==> src/hdl/pia_pkg.sv <==
// Package for the position integrator: request types, register indexes and widths.
`default_nettype none
package pia_pkg;

  localparam int unsigned DATA_W          = 32;
  localparam int unsigned LIM_W           = 31;
  localparam int unsigned CFG_IDX_W       = 3;
  localparam int unsigned LOOP_TIME_MS_DEF = 5;

  typedef enum logic {
    ACT_RESTART = 1'b0,
    ACT_TICK    = 1'b1
  } pia_action_e;

  typedef enum logic [CFG_IDX_W-1:0] {
    REG_CHANGE_LIMIT   = 3'd0,
    REG_DEAD_ZONE      = 3'd1,
    REG_ACTIVE_UPPER   = 3'd2,
    REG_INTEGRAL_LIMIT = 3'd3,
    REG_STALL_SPEED    = 3'd4,
    REG_STALL_TICKS    = 3'd5
  } pia_reg_e;

  typedef struct packed {
    logic                     action;
    logic                     hold;
    logic [DATA_W-1:0]        wall_ticks;
    logic signed [DATA_W-1:0] pos_error;
    logic signed [DATA_W-1:0] goal_error;
    logic signed [DATA_W-1:0] speed_meas;
    logic signed [DATA_W-1:0] speed_goal;
  } pia_in_t;

  typedef struct packed {
    logic signed [DATA_W-1:0] integral_out;
    logic [DATA_W-1:0]        ref_time;
    logic                     is_paused;
    logic                     stall_flag;
  } pia_out_t;

endpackage
`default_nettype wire

==> src/hdl/position_integrator_antiwindup.sv <==
// Position-loop integral term with anti-windup, pause/resume and stall detection.
//
//  Channel  Signals                              Direction  Moves
//  in       in_valid_i, in_stall_o, in_data_i    to block   one request (restart or tick)
//  out      out_valid_o, out_stall_i, out_data_o from block one result per request
//  cfg      cfg_valid_i, cfg_ready_o, cfg_index_i, cfg_data_i  to block  register writes
//
// Each request is held in the input register and then moves into the result register
// while the integrator state updates; one request is taken every cycle while the output
// is not stalled. The limit on rate is the combinational state update
// (multiply by the loop time, add, clamp). Reset clears the valid flags, the integrator
// state and the configuration registers to zero with the block paused. A stall on the
// output holds both stages in place and stalls the input once the input register is full.
`default_nettype none
module position_integrator_antiwindup #(
  parameter int unsigned LOOP_TIME_MS = pia_pkg::LOOP_TIME_MS_DEF
) (
  input  wire logic                              clk_i,
  input  wire logic                              rst_ni,
  input  wire logic                              in_valid_i,
  output logic                                   in_stall_o,
  input  wire pia_pkg::pia_in_t                  in_data_i,
  output logic                                   out_valid_o,
  input  wire logic                              out_stall_i,
  output pia_pkg::pia_out_t                      out_data_o,
  input  wire logic                              cfg_valid_i,
  output logic                                   cfg_ready_o,
  input  wire logic [pia_pkg::CFG_IDX_W-1:0]     cfg_index_i,
  input  wire logic [pia_pkg::DATA_W-1:0]        cfg_data_i
);
  import pia_pkg::*;

  localparam int unsigned LOOP_W = $clog2(LOOP_TIME_MS + 1);
  localparam int unsigned PROD_W = DATA_W + LOOP_W;
  localparam int unsigned SUM_W  = PROD_W + 1;
  localparam logic [LOOP_W-1:0] LOOP_K = LOOP_W'(LOOP_TIME_MS);

  // Configuration registers.
  logic [LIM_W-1:0]  change_limit_q, dead_zone_q, active_upper_q;
  logic [LIM_W-1:0]  integral_limit_q, stall_speed_q;
  logic [DATA_W-1:0] stall_ticks_q;

  // Integrator state.
  logic signed [DATA_W-1:0] accum_q, accum_d;
  logic                     running_q, running_d;
  logic [DATA_W-1:0]        pause_start_q, pause_start_d;
  logic [DATA_W-1:0]        paused_total_q, paused_total_d;

  // Pipeline registers.
  pia_in_t  in_q;
  logic     in_valid_q;
  pia_out_t out_q, out_d;
  logic     out_valid_q;
  logic     advance;

  assign cfg_ready_o = 1'b1;

  always_ff @(posedge clk_i or negedge rst_ni) begin
    if (!rst_ni) begin
      change_limit_q   <= '0;
      dead_zone_q      <= '0;
      active_upper_q   <= '0;
      integral_limit_q <= '0;
      stall_speed_q    <= '0;
      stall_ticks_q    <= '0;
    end else if (cfg_valid_i && cfg_ready_o) begin
      case (cfg_index_i)
        REG_CHANGE_LIMIT:   change_limit_q   <= cfg_data_i[LIM_W-1:0];
        REG_DEAD_ZONE:      dead_zone_q      <= cfg_data_i[LIM_W-1:0];
        REG_ACTIVE_UPPER:   active_upper_q   <= cfg_data_i[LIM_W-1:0];
        REG_INTEGRAL_LIMIT: integral_limit_q <= cfg_data_i[LIM_W-1:0];
        REG_STALL_SPEED:    stall_speed_q    <= cfg_data_i[LIM_W-1:0];
        REG_STALL_TICKS:    stall_ticks_q    <= cfg_data_i;
        default: ;
      endcase
    end
  end

  // Handshake: the result register frees when empty or being taken.
  assign advance     = !out_valid_q || !out_stall_i;
  assign in_stall_o  = in_valid_q && !advance;
  assign out_valid_o = out_valid_q;
  assign out_data_o  = out_q;

  always_ff @(posedge clk_i or negedge rst_ni) begin
    if (!rst_ni) begin
      in_valid_q  <= 1'b0;
      out_valid_q <= 1'b0;
    end else begin
      if (in_valid_i && !in_stall_o) begin
        in_valid_q <= 1'b1;
      end else if (advance) begin
        in_valid_q <= 1'b0;
      end
      if (advance) begin
        out_valid_q <= in_valid_q;
      end
    end
  end

  always_ff @(posedge clk_i) begin
    if (in_valid_i && !in_stall_o) begin
      in_q <= in_data_i;
    end
    if (advance && in_valid_q) begin
      out_q <= out_d;
    end
  end

  // Integrator datapath.
  logic                     is_tick;
  logic signed [DATA_W-1:0] lim_pos, lim_neg, err_clip;
  logic signed [PROD_W-1:0] prod_raw, prod_clip;
  logic signed [SUM_W-1:0]  accum_ext, sum_raw, sum_clip, sum_sel, v_sum, il_pos, il_neg;
  logic [SUM_W-1:0]         mag_accum, mag_raw, mag_clip;
  logic                     dec_raw, dec_fin, in_window;
  logic [DATA_W:0]          goal_mag, accum_new_mag;
  logic signed [DATA_W-1:0] clamped;
  logic signed [DATA_W:0]   ref_ext, spd_ext, ref_abs, spd_adj;
  logic                     sat, fast_move, elapsed_ok, stall;
  logic [DATA_W-1:0]        stall_end, since_end;

  always_comb begin
    is_tick = (in_q.action == ACT_TICK);

    lim_pos  = $signed({1'b0, change_limit_q});
    lim_neg  = -lim_pos;
    if (in_q.pos_error > lim_pos) begin
      err_clip = lim_pos;
    end else if (in_q.pos_error < lim_neg) begin
      err_clip = lim_neg;
    end else begin
      err_clip = in_q.pos_error;
    end

    prod_raw  = $signed(PROD_W'(in_q.pos_error)) * $signed({1'b0, LOOP_K});
    prod_clip = $signed(PROD_W'(err_clip)) * $signed({1'b0, LOOP_K});

    accum_ext = SUM_W'(accum_q);
    sum_raw   = accum_ext + SUM_W'(prod_raw);
    sum_clip  = accum_ext + SUM_W'(prod_clip);

    mag_accum = accum_ext[SUM_W-1] ? $unsigned(-accum_ext) : $unsigned(accum_ext);
    mag_raw   = sum_raw[SUM_W-1] ? $unsigned(-sum_raw) : $unsigned(sum_raw);
    mag_clip  = sum_clip[SUM_W-1] ? $unsigned(-sum_clip) : $unsigned(sum_clip);

    // A step that shrinks the magnitude is always taken and is never clipped.
    dec_raw = mag_raw < mag_accum;
    dec_fin = dec_raw || (mag_clip < mag_accum);
    sum_sel = dec_raw ? sum_raw : sum_clip;

    goal_mag  = in_q.goal_error[DATA_W-1] ? $unsigned(-(DATA_W+1)'(in_q.goal_error))
                                          : $unsigned((DATA_W+1)'(in_q.goal_error));
    in_window = (goal_mag >= (DATA_W+1)'(dead_zone_q))
             && (goal_mag <= (DATA_W+1)'(active_upper_q));

    v_sum  = (in_window || dec_fin) ? sum_sel : accum_ext;
    il_pos = $signed(SUM_W'(integral_limit_q));
    il_neg = -il_pos;
    if (v_sum > il_pos) begin
      clamped = DATA_W'(il_pos);
    end else if (v_sum < il_neg) begin
      clamped = DATA_W'(il_neg);
    end else begin
      clamped = DATA_W'(v_sum);
    end

    // State update. A restart clears and runs; a hold tick pauses, other ticks resume.
    if (!is_tick) begin
      running_d      = 1'b1;
      pause_start_d  = in_q.wall_ticks;
      paused_total_d = '0;
      accum_d        = '0;
    end else begin
      running_d      = !in_q.hold;
      pause_start_d  = (in_q.hold && running_q) ? in_q.wall_ticks : pause_start_q;
      paused_total_d = (!in_q.hold && !running_q)
                     ? paused_total_q + (in_q.wall_ticks - pause_start_q)
                     : paused_total_q;
      accum_d        = (!running_d && !dec_raw) ? accum_q : clamped;
    end

    // Stall check on the updated state.
    accum_new_mag = accum_d[DATA_W-1] ? $unsigned(-(DATA_W+1)'(accum_d))
                                      : $unsigned((DATA_W+1)'(accum_d));
    sat = (integral_limit_q != '0) && (accum_new_mag >= (DATA_W+1)'(integral_limit_q));

    ref_ext = (DATA_W+1)'(in_q.speed_goal);
    spd_ext = (DATA_W+1)'(in_q.speed_meas);
    if (ref_ext < 0) begin
      ref_abs = -ref_ext;
      spd_adj = -spd_ext;
    end else begin
      ref_abs = ref_ext;
      spd_adj = spd_ext;
    end
    fast_move = (ref_abs != '0) && (spd_adj > $signed({2'b00, stall_speed_q}));

    stall_end  = pause_start_d + stall_ticks_q;
    since_end  = in_q.wall_ticks - stall_end;
    elapsed_ok = since_end < 32'h7FFF_FFFF;
    stall      = !(running_d && !sat) && !fast_move && elapsed_ok;

    out_d.integral_out = accum_d;
    out_d.ref_time     = (running_d ? in_q.wall_ticks : pause_start_d) - paused_total_d;
    out_d.is_paused    = !running_d;
    out_d.stall_flag   = stall;
  end

  always_ff @(posedge clk_i or negedge rst_ni) begin
    if (!rst_ni) begin
      accum_q        <= '0;
      running_q      <= 1'b0;
      pause_start_q  <= '0;
      paused_total_q <= '0;
    end else if (advance && in_valid_q) begin
      accum_q        <= accum_d;
      running_q      <= running_d;
      pause_start_q  <= pause_start_d;
      paused_total_q <= paused_total_d;
    end
  end

  // The result register always shows the state that its request left behind.
  assert property (@(posedge clk_i) disable iff (!rst_ni)
    advance && in_valid_q |=> out_q.integral_out == accum_q && out_q.is_paused == !running_q)
    else $error("result does not match integrator state");

  // A restart leaves a zero integral, running, and no stall.
  assert property (@(posedge clk_i) disable iff (!rst_ni)
    advance && in_valid_q && in_q.action == ACT_RESTART
    |=> out_q.integral_out == '0 && !out_q.is_paused && !out_q.stall_flag
        && paused_total_q == '0)
    else $error("restart did not clear the integrator");

  // Pausing while already paused keeps the recorded pause start.
  assert property (@(posedge clk_i) disable iff (!rst_ni)
    advance && in_valid_q && in_q.action == ACT_TICK && in_q.hold && !running_q
    |=> pause_start_q == $past(pause_start_q) && paused_total_q == $past(paused_total_q))
    else $error("repeated pause moved the pause bookkeeping");

  // State only moves when a request passes into the result register.
  assert property (@(posedge clk_i) disable iff (!rst_ni)
    !(advance && in_valid_q) |=> $stable(accum_q) && $stable(running_q))
    else $error("integrator state changed without a request");

endmodule
`default_nettype wire

==> config.mk <==
export PLATFORM = sky130hd
export DESIGN_NAME = position_integrator_antiwindup
export DESIGN_NICKNAME = d
export VERILOG_FILES = /design/src/hdl/pia_pkg.sv /design/src/hdl/position_integrator_antiwindup.sv
export SDC_FILE = /design/constraint.sdc
export NUM_CORES = 2
export LEC_CHECK = 0
export BUFFER_PORTS_ARGS = -buffer_cell sky130_fd_sc_hd__clkbuf_2
export CAP_MARGIN = 20
export CORE_MARGIN = 3
export CORE_UTILIZATION = 24
export CTS_CLUSTER_DIAMETER = 200
export DETAILED_ROUTE_END_ITERATION = 8
export PLACE_DENSITY = 0.46
export SLEW_MARGIN = 5
export SYNTH_ARGS = -nofsm -noshare
export SYNTH_HDL_FRONTEND = slang
export SYNTH_SLANG_ARGS = --single-unit
==> constraint.sdc <==
create_clock -name clk_i -period 32.2 [get_ports clk_i]
set_clock_uncertainty 0.1 [all_clocks]
set_input_delay 4.83 -clock clk_i [delete_from_list [all_inputs] [get_ports clk_i]]
set_output_delay 4.83 -clock clk_i [all_outputs]
set_load 0.03 [all_outputs]
Yosys cells after proc, flatten, opt, wreduce, memory -nomap -nowiden
Index checks and enable logic that the tools add are counted.

word-level totals
  word-level logic and storage cells = 117
  bits of input ports = 202
  register bits after elaboration = 514

cells by class
  reductions and logical operators = 36
  equality and inequality tests = 5
  multipliers = 2
  $add $sub $neg = 16
  magnitude comparators = 12
  mux-type cells = 23

operator list
  kind                   count
  $mux 32                11
  $mux 36                5
  $mux 33                4
  $neg 32->33            4
  $lt 36x36->1           3
  $sub 32x32->32         3
  $add 32x35->36         2
  $neg 36->36            2
  $mul 32x4->35 const B  2
  $ge 33x31->1           2
  $add 32x32->32         2
  $gt 36x32->1           1
  $neg 31->36            1
  $neg 32->36            1
  $gt 33x32->1           1
  $le 33x31->1           1
  $reduce_bool 33->1     1
  $gt 32x32->1           1
  $lt 32x1->1 const B    1
  $lt 32x31->1 const B   1
  $lt 32x32->1           1
  $neg 31->32            1
  $reduce_bool 31->1     1
  $logic_and 1x1->1      12
  9 further kinds        30

Longest topological paths before layout
  depth after elaboration = 26
  gate-level depth with buffers = 112
  mapped depth without buffers = 103

Worst setup path before layout
OpenSTA, ideal clock, no wires.

  path kind = flip-flop to flip-flop
  start = register change_limit_q[1]
  end = register out_q (netlist bit out_data_o[0]) (data pin)
  required time = 31.845 ns
  cell stages (with the launch flop) = 110
  path slack = 10.734 ns
  setup time = 0.255 ns
  arrival time = 21.111 ns
  buffers on the path = 8
  cell sequence = dfrtp_1 > inv_1 > ha_1 > or3b_1 > or3_1 > or3_1 > or3_1 > or3_1 > or3_1 > clkbuf_1 > or3_1 > inv_1 > nand3_1 > inv_1 > nand3_1 > inv_1 > nand3_1 > nor3_2 > (+74 left out) > clkbuf_1 > a21oi_1 > xnor2_1 > ha_1 > a21oi_1 > nor2b_1 > o21ai_0 > nand2b_1 > a21oi_1 > nor2b_1 > o21ai_0 > nand2b_1 > a21oi_1 > o21ai_0 > nand3_1 > nand3_1 > a41o_1 > and3_1

RTL lines
  item                    RTL line                               source
  from (decl)             position_integrator_antiwindup.sv:39   logic [LIM_W-1:0] change_limit_q, dead_zone_q, active_upper_q;
  from (signal assigned)  position_integrator_antiwindup.sv:68   REG_CHANGE_LIMIT: change_limit_q <= cfg_data_i[LIM_W-1:0];
  to (signal assigned)    position_integrator_antiwindup.sv:106  out_q <= out_d;
  to (decl)               position_integrator_antiwindup.sv:52   pia_out_t out_q, out_d;

==> impl_metrics.py <==
metrics = {
    "synth": {
        "synth_top_area_share_pct": 16.26,
        "synth_top_family_by_area": "adder cells",
        "yosys.area.top_type": "ha_1",
        "synthCells": 5511,
        "synth_seq_cells": 514,
        "yosysWarnings": 0,
        "synthTopCellsByArea": "ha_1 (16%), dfrtp_1 (15%), edfxtp_1 (14%), xnor2_1 (5.5%), o21ai_0 (5.4%)",
        "synth_compound_area_share_pct": 18.71,
        "synth_fa_ha_area_share_pct": 19.06,
        "synth.avg_cell_area_sq_um": 8.673,
        "synth_xor_xnor_area_share_pct": 7.623,
        "synth-simple-area-share_pct": 16.41,
        "synthDistinctLibCells": 102,
        "synthFlopType": "dfrtp_1",
        "ys_seq_area_share_pct": 29.30,
        "synth_edf_count": 228,
        "synthesis.area_sq_mm": 0.04780,
        "async_flop_share_pct": 55.64,
        "synthMuxAreaShare_pct": 3.613,
    },
    "place": {
        "buffer_ports.inserted": 269,
        "dp_hpwl_mm": 135.5,
        "dpl.cell_count": 8298,
        "gp_congestion": 0.8912,
    },
    "layout": {
        "final-instance-count-excl-fill": 8419,
        "drive_gt1_share_pct": 10.17,
        "layout_commonest_cell": "ha_1",
        "final_util_pct": 27.50,
        "multi_input_area_sq_mm": 0.03141,
        "area_delta_synth_final_pct": 13.71,
        "finalNetCount": 6611,
        "fillers": 21160,
        "register_area_sq_mm": 0.01400,
        "final_cell_mix": "ha_1 (621), nand2_1 (616), o21ai_0 (514)",
    },
    "grt": {
        "track_usage_pct": 16.19,
        "grt-ovfl-total": 0,
        "first_global_vias": 40290,
        "antenna_found_initial": 13,
        "grt_max_degree": 134,
        "grt_pass1_wl_mm": 254.7,
    },
    "timing": {
        "max_freq_mhz": 40.33,
        "period_share_pct": 77.00,
        "tns_ns": 0,
        "setup_viol_count_final": 0,
        "maxSlewHeadroom_pct": 19.45,
        "worst_pin_slew_ns": 1.203,
        "rsz0062_at_grt": "no",
        "min_period_ns": 24.79,
        "hold_violations": 0,
        "maxSlewViolCount": 0,
    },
    "route": {
        "dr.pass1.iters": 6,
        "vias": 40420,
        "routedWlPerCell_um": 19.97,
        "antenna_left": 0,
        "drc_errors": 0,
        "via_per_inst": 4.801,
        "finalWirelength_mm": 168.1,
        "drt_iter0_markers": 2496,
    },
    "critical_path": {
        "r2r-start": "change_limit_q[1]",
        "crit_top_cell": "or3_1",
        "r2r_setup_slack_ns": 7.41,
        "worst_r2r_path_depth": 98,
        "critPathMaxStageDelay_ns": 0.83,
        "worstPathRequired_ns": 32.54,
        "cp_max_fo": 38,
        "worstSetupPathType": "flip-flop to flip-flop",
        "arrival_ns": 25.13,
        "slowest_stage": "a21oi_2",
        "startpoint_type": "flip-flop",
        "rr_endpoint": "out_data_o[0]",
        "end_kind": "flip-flop",
    },
    "cts": {
        "htreeDepth": 2,
        "cts_made_buffers": 60,
        "cts.repair.resized": 0,
        "cts_sinks": 514,
        "cts_root_buf": "clkbuf_16",
        "clk_pin_slew_ns": 0.06,
        "cts_hold_buf": 0,
        "clockBufferDepth": 3,
        "cts_tree": "built",
        "post_cts.repair.setup_buffers": 0,
        "clk_latency_ns": 0.68,
    },
    "min_path": {
        "worst_hold_path.endpoint": "paused_total_q[2]",
        "hold_path_class": "flip-flop to flip-flop",
        "hold-path-cell-count": 2,
        "worstHoldStart": "paused_total_q[2]",
    },
    "floorplanning": {
        "dieArea_sq_mm": 0.2045,
        "die_y_um": 452.3,
        "dieWidth_um": 452.3,
        "coreArea_sq_mm": 0.1976,
        "pin_count": 271,
        "start_util_pct": 24.19,
        "num_rows": 163,
    },
    "outcome": {
        "status": "finished clean",
    },
    "run": {
        "max_cap_violations": 0,
    },
}
[layer usage]
layer  GRT usage [%]  vias up  wire length [um]
met1           20.45    19280             73690
met5               0        -                59
met3           2.045      183              7057
met4           4.274        8              4411
met2           28.89      797             82910
li1                -    20150                 -
[cell families (layout without fill, tap and decap cells)]
group	Yosys count	after routing
DFF	514	514
and+or+nand+nor	1637	1637
other	1	16
adders and majority gates	688	688
AOI/OAI and AO/OA	1435	1435
xor gates and xnor gates	416	416
muxes	161	161
buffers and inverters	659	912
[cells in the mapped netlist (all sizes together) (24+ instances only)]
library cell and n:
clkbuf 145, a211oi 46, nor2b 66, o211ai 25, and2 31, o21bai 25
o31ai 56, nand2 620, xor2 117, dfrtp 286, nor4 32, or4 24
and3 34, a21oi 346, o21a 41, nand4 74, a21o 112, a31oi 47
nor3 123, nand3 113, buf 28, nor2 309, edfxtp 228, or3 73
inv 486, nand2b 75, fa 67, ha 621, o21ai 524, mux2i 69
mux2 92, xnor2 299
[layout make-up]
| type | count | share of cell area [%] |
|---|---|---|
| multi-input cells | 4346 | 57.79 |
| flip-flops and latches | 514 | 25.77 |
| well taps | 2640 | 6.078 |
| inverters | 486 | 3.361 |
| repair buffers | 313 | 3.163 |
| clock buffers | 82 | 3.117 |
| clock inverters | 31 | 0.6906 |
| diodes | 7 | 0.03223 |
[critical path, delay by kind of cell (launching register included)]
| kind | cells | cell delay [ns] |
|---|---|---|
| muxes | 4 | 1.38 |
| AOI/OAI and AO/OA | 36 | 8.13 |
| DFF | 1 | 0.42 |
| and+or+nand+nor | 37 | 9.67 |
| adders and majority gates | 9 | 2.57 |
| xor gates and xnor gates | 4 | 0.66 |
| buffers and inverters | 8 | 1.53 |
[state kept, by name, summed over array words and instances (netlist names)]
name / count
running_q: 1
accum_q: 32
out_valid_o: 1
dead_zone_q: 31
stall_speed_q: 31
active_upper_q: 31
pause_start_q: 32
paused_total_q: 32
in_valid_q: 1
integral_limit_q: 31
is_tick: 1
change_limit_q: 31
stall_ticks_q: 32
out_data_o: 66
in_q: 161
[how the worst max path moves through the flow]
| stage | startpoint | end | slack, ns |
|---|---|---|---|
| after floorplan | change_limit_q[1] | out_data_o[0] | 10.73 |
| after global placement | change_limit_q[1] | out_data_o[0] | 8.04 |
| after detailed placement | change_limit_q[1] | out_data_o[0] | 7.68 |
| after CTS | change_limit_q[1] | out_data_o[0] | 7.61 |
| after global routing | change_limit_q[1] | out_data_o[0] | 5.12 |
| final | change_limit_q[1] | out_data_o[0] | 7.41 |
[stage by stage]
stage | instance area, sq um | worst slack [ns] | hold slack [ns]
finish | 54350 | 7.406 | 0.3851
detailed placement | 52250 | 7.684 | 0.3766
floorplan | 47830 | 10.73 | 0.3498
CTS | 54320 | 7.606 | 0.3898
global route | 54340 | 5.124 | 0.4218
global placement | 52250 | 8.044 | 0.3645
Power is not shown: default switching activity piles up to over one toggle a cycle in this logic, so the estimate is an artifact.
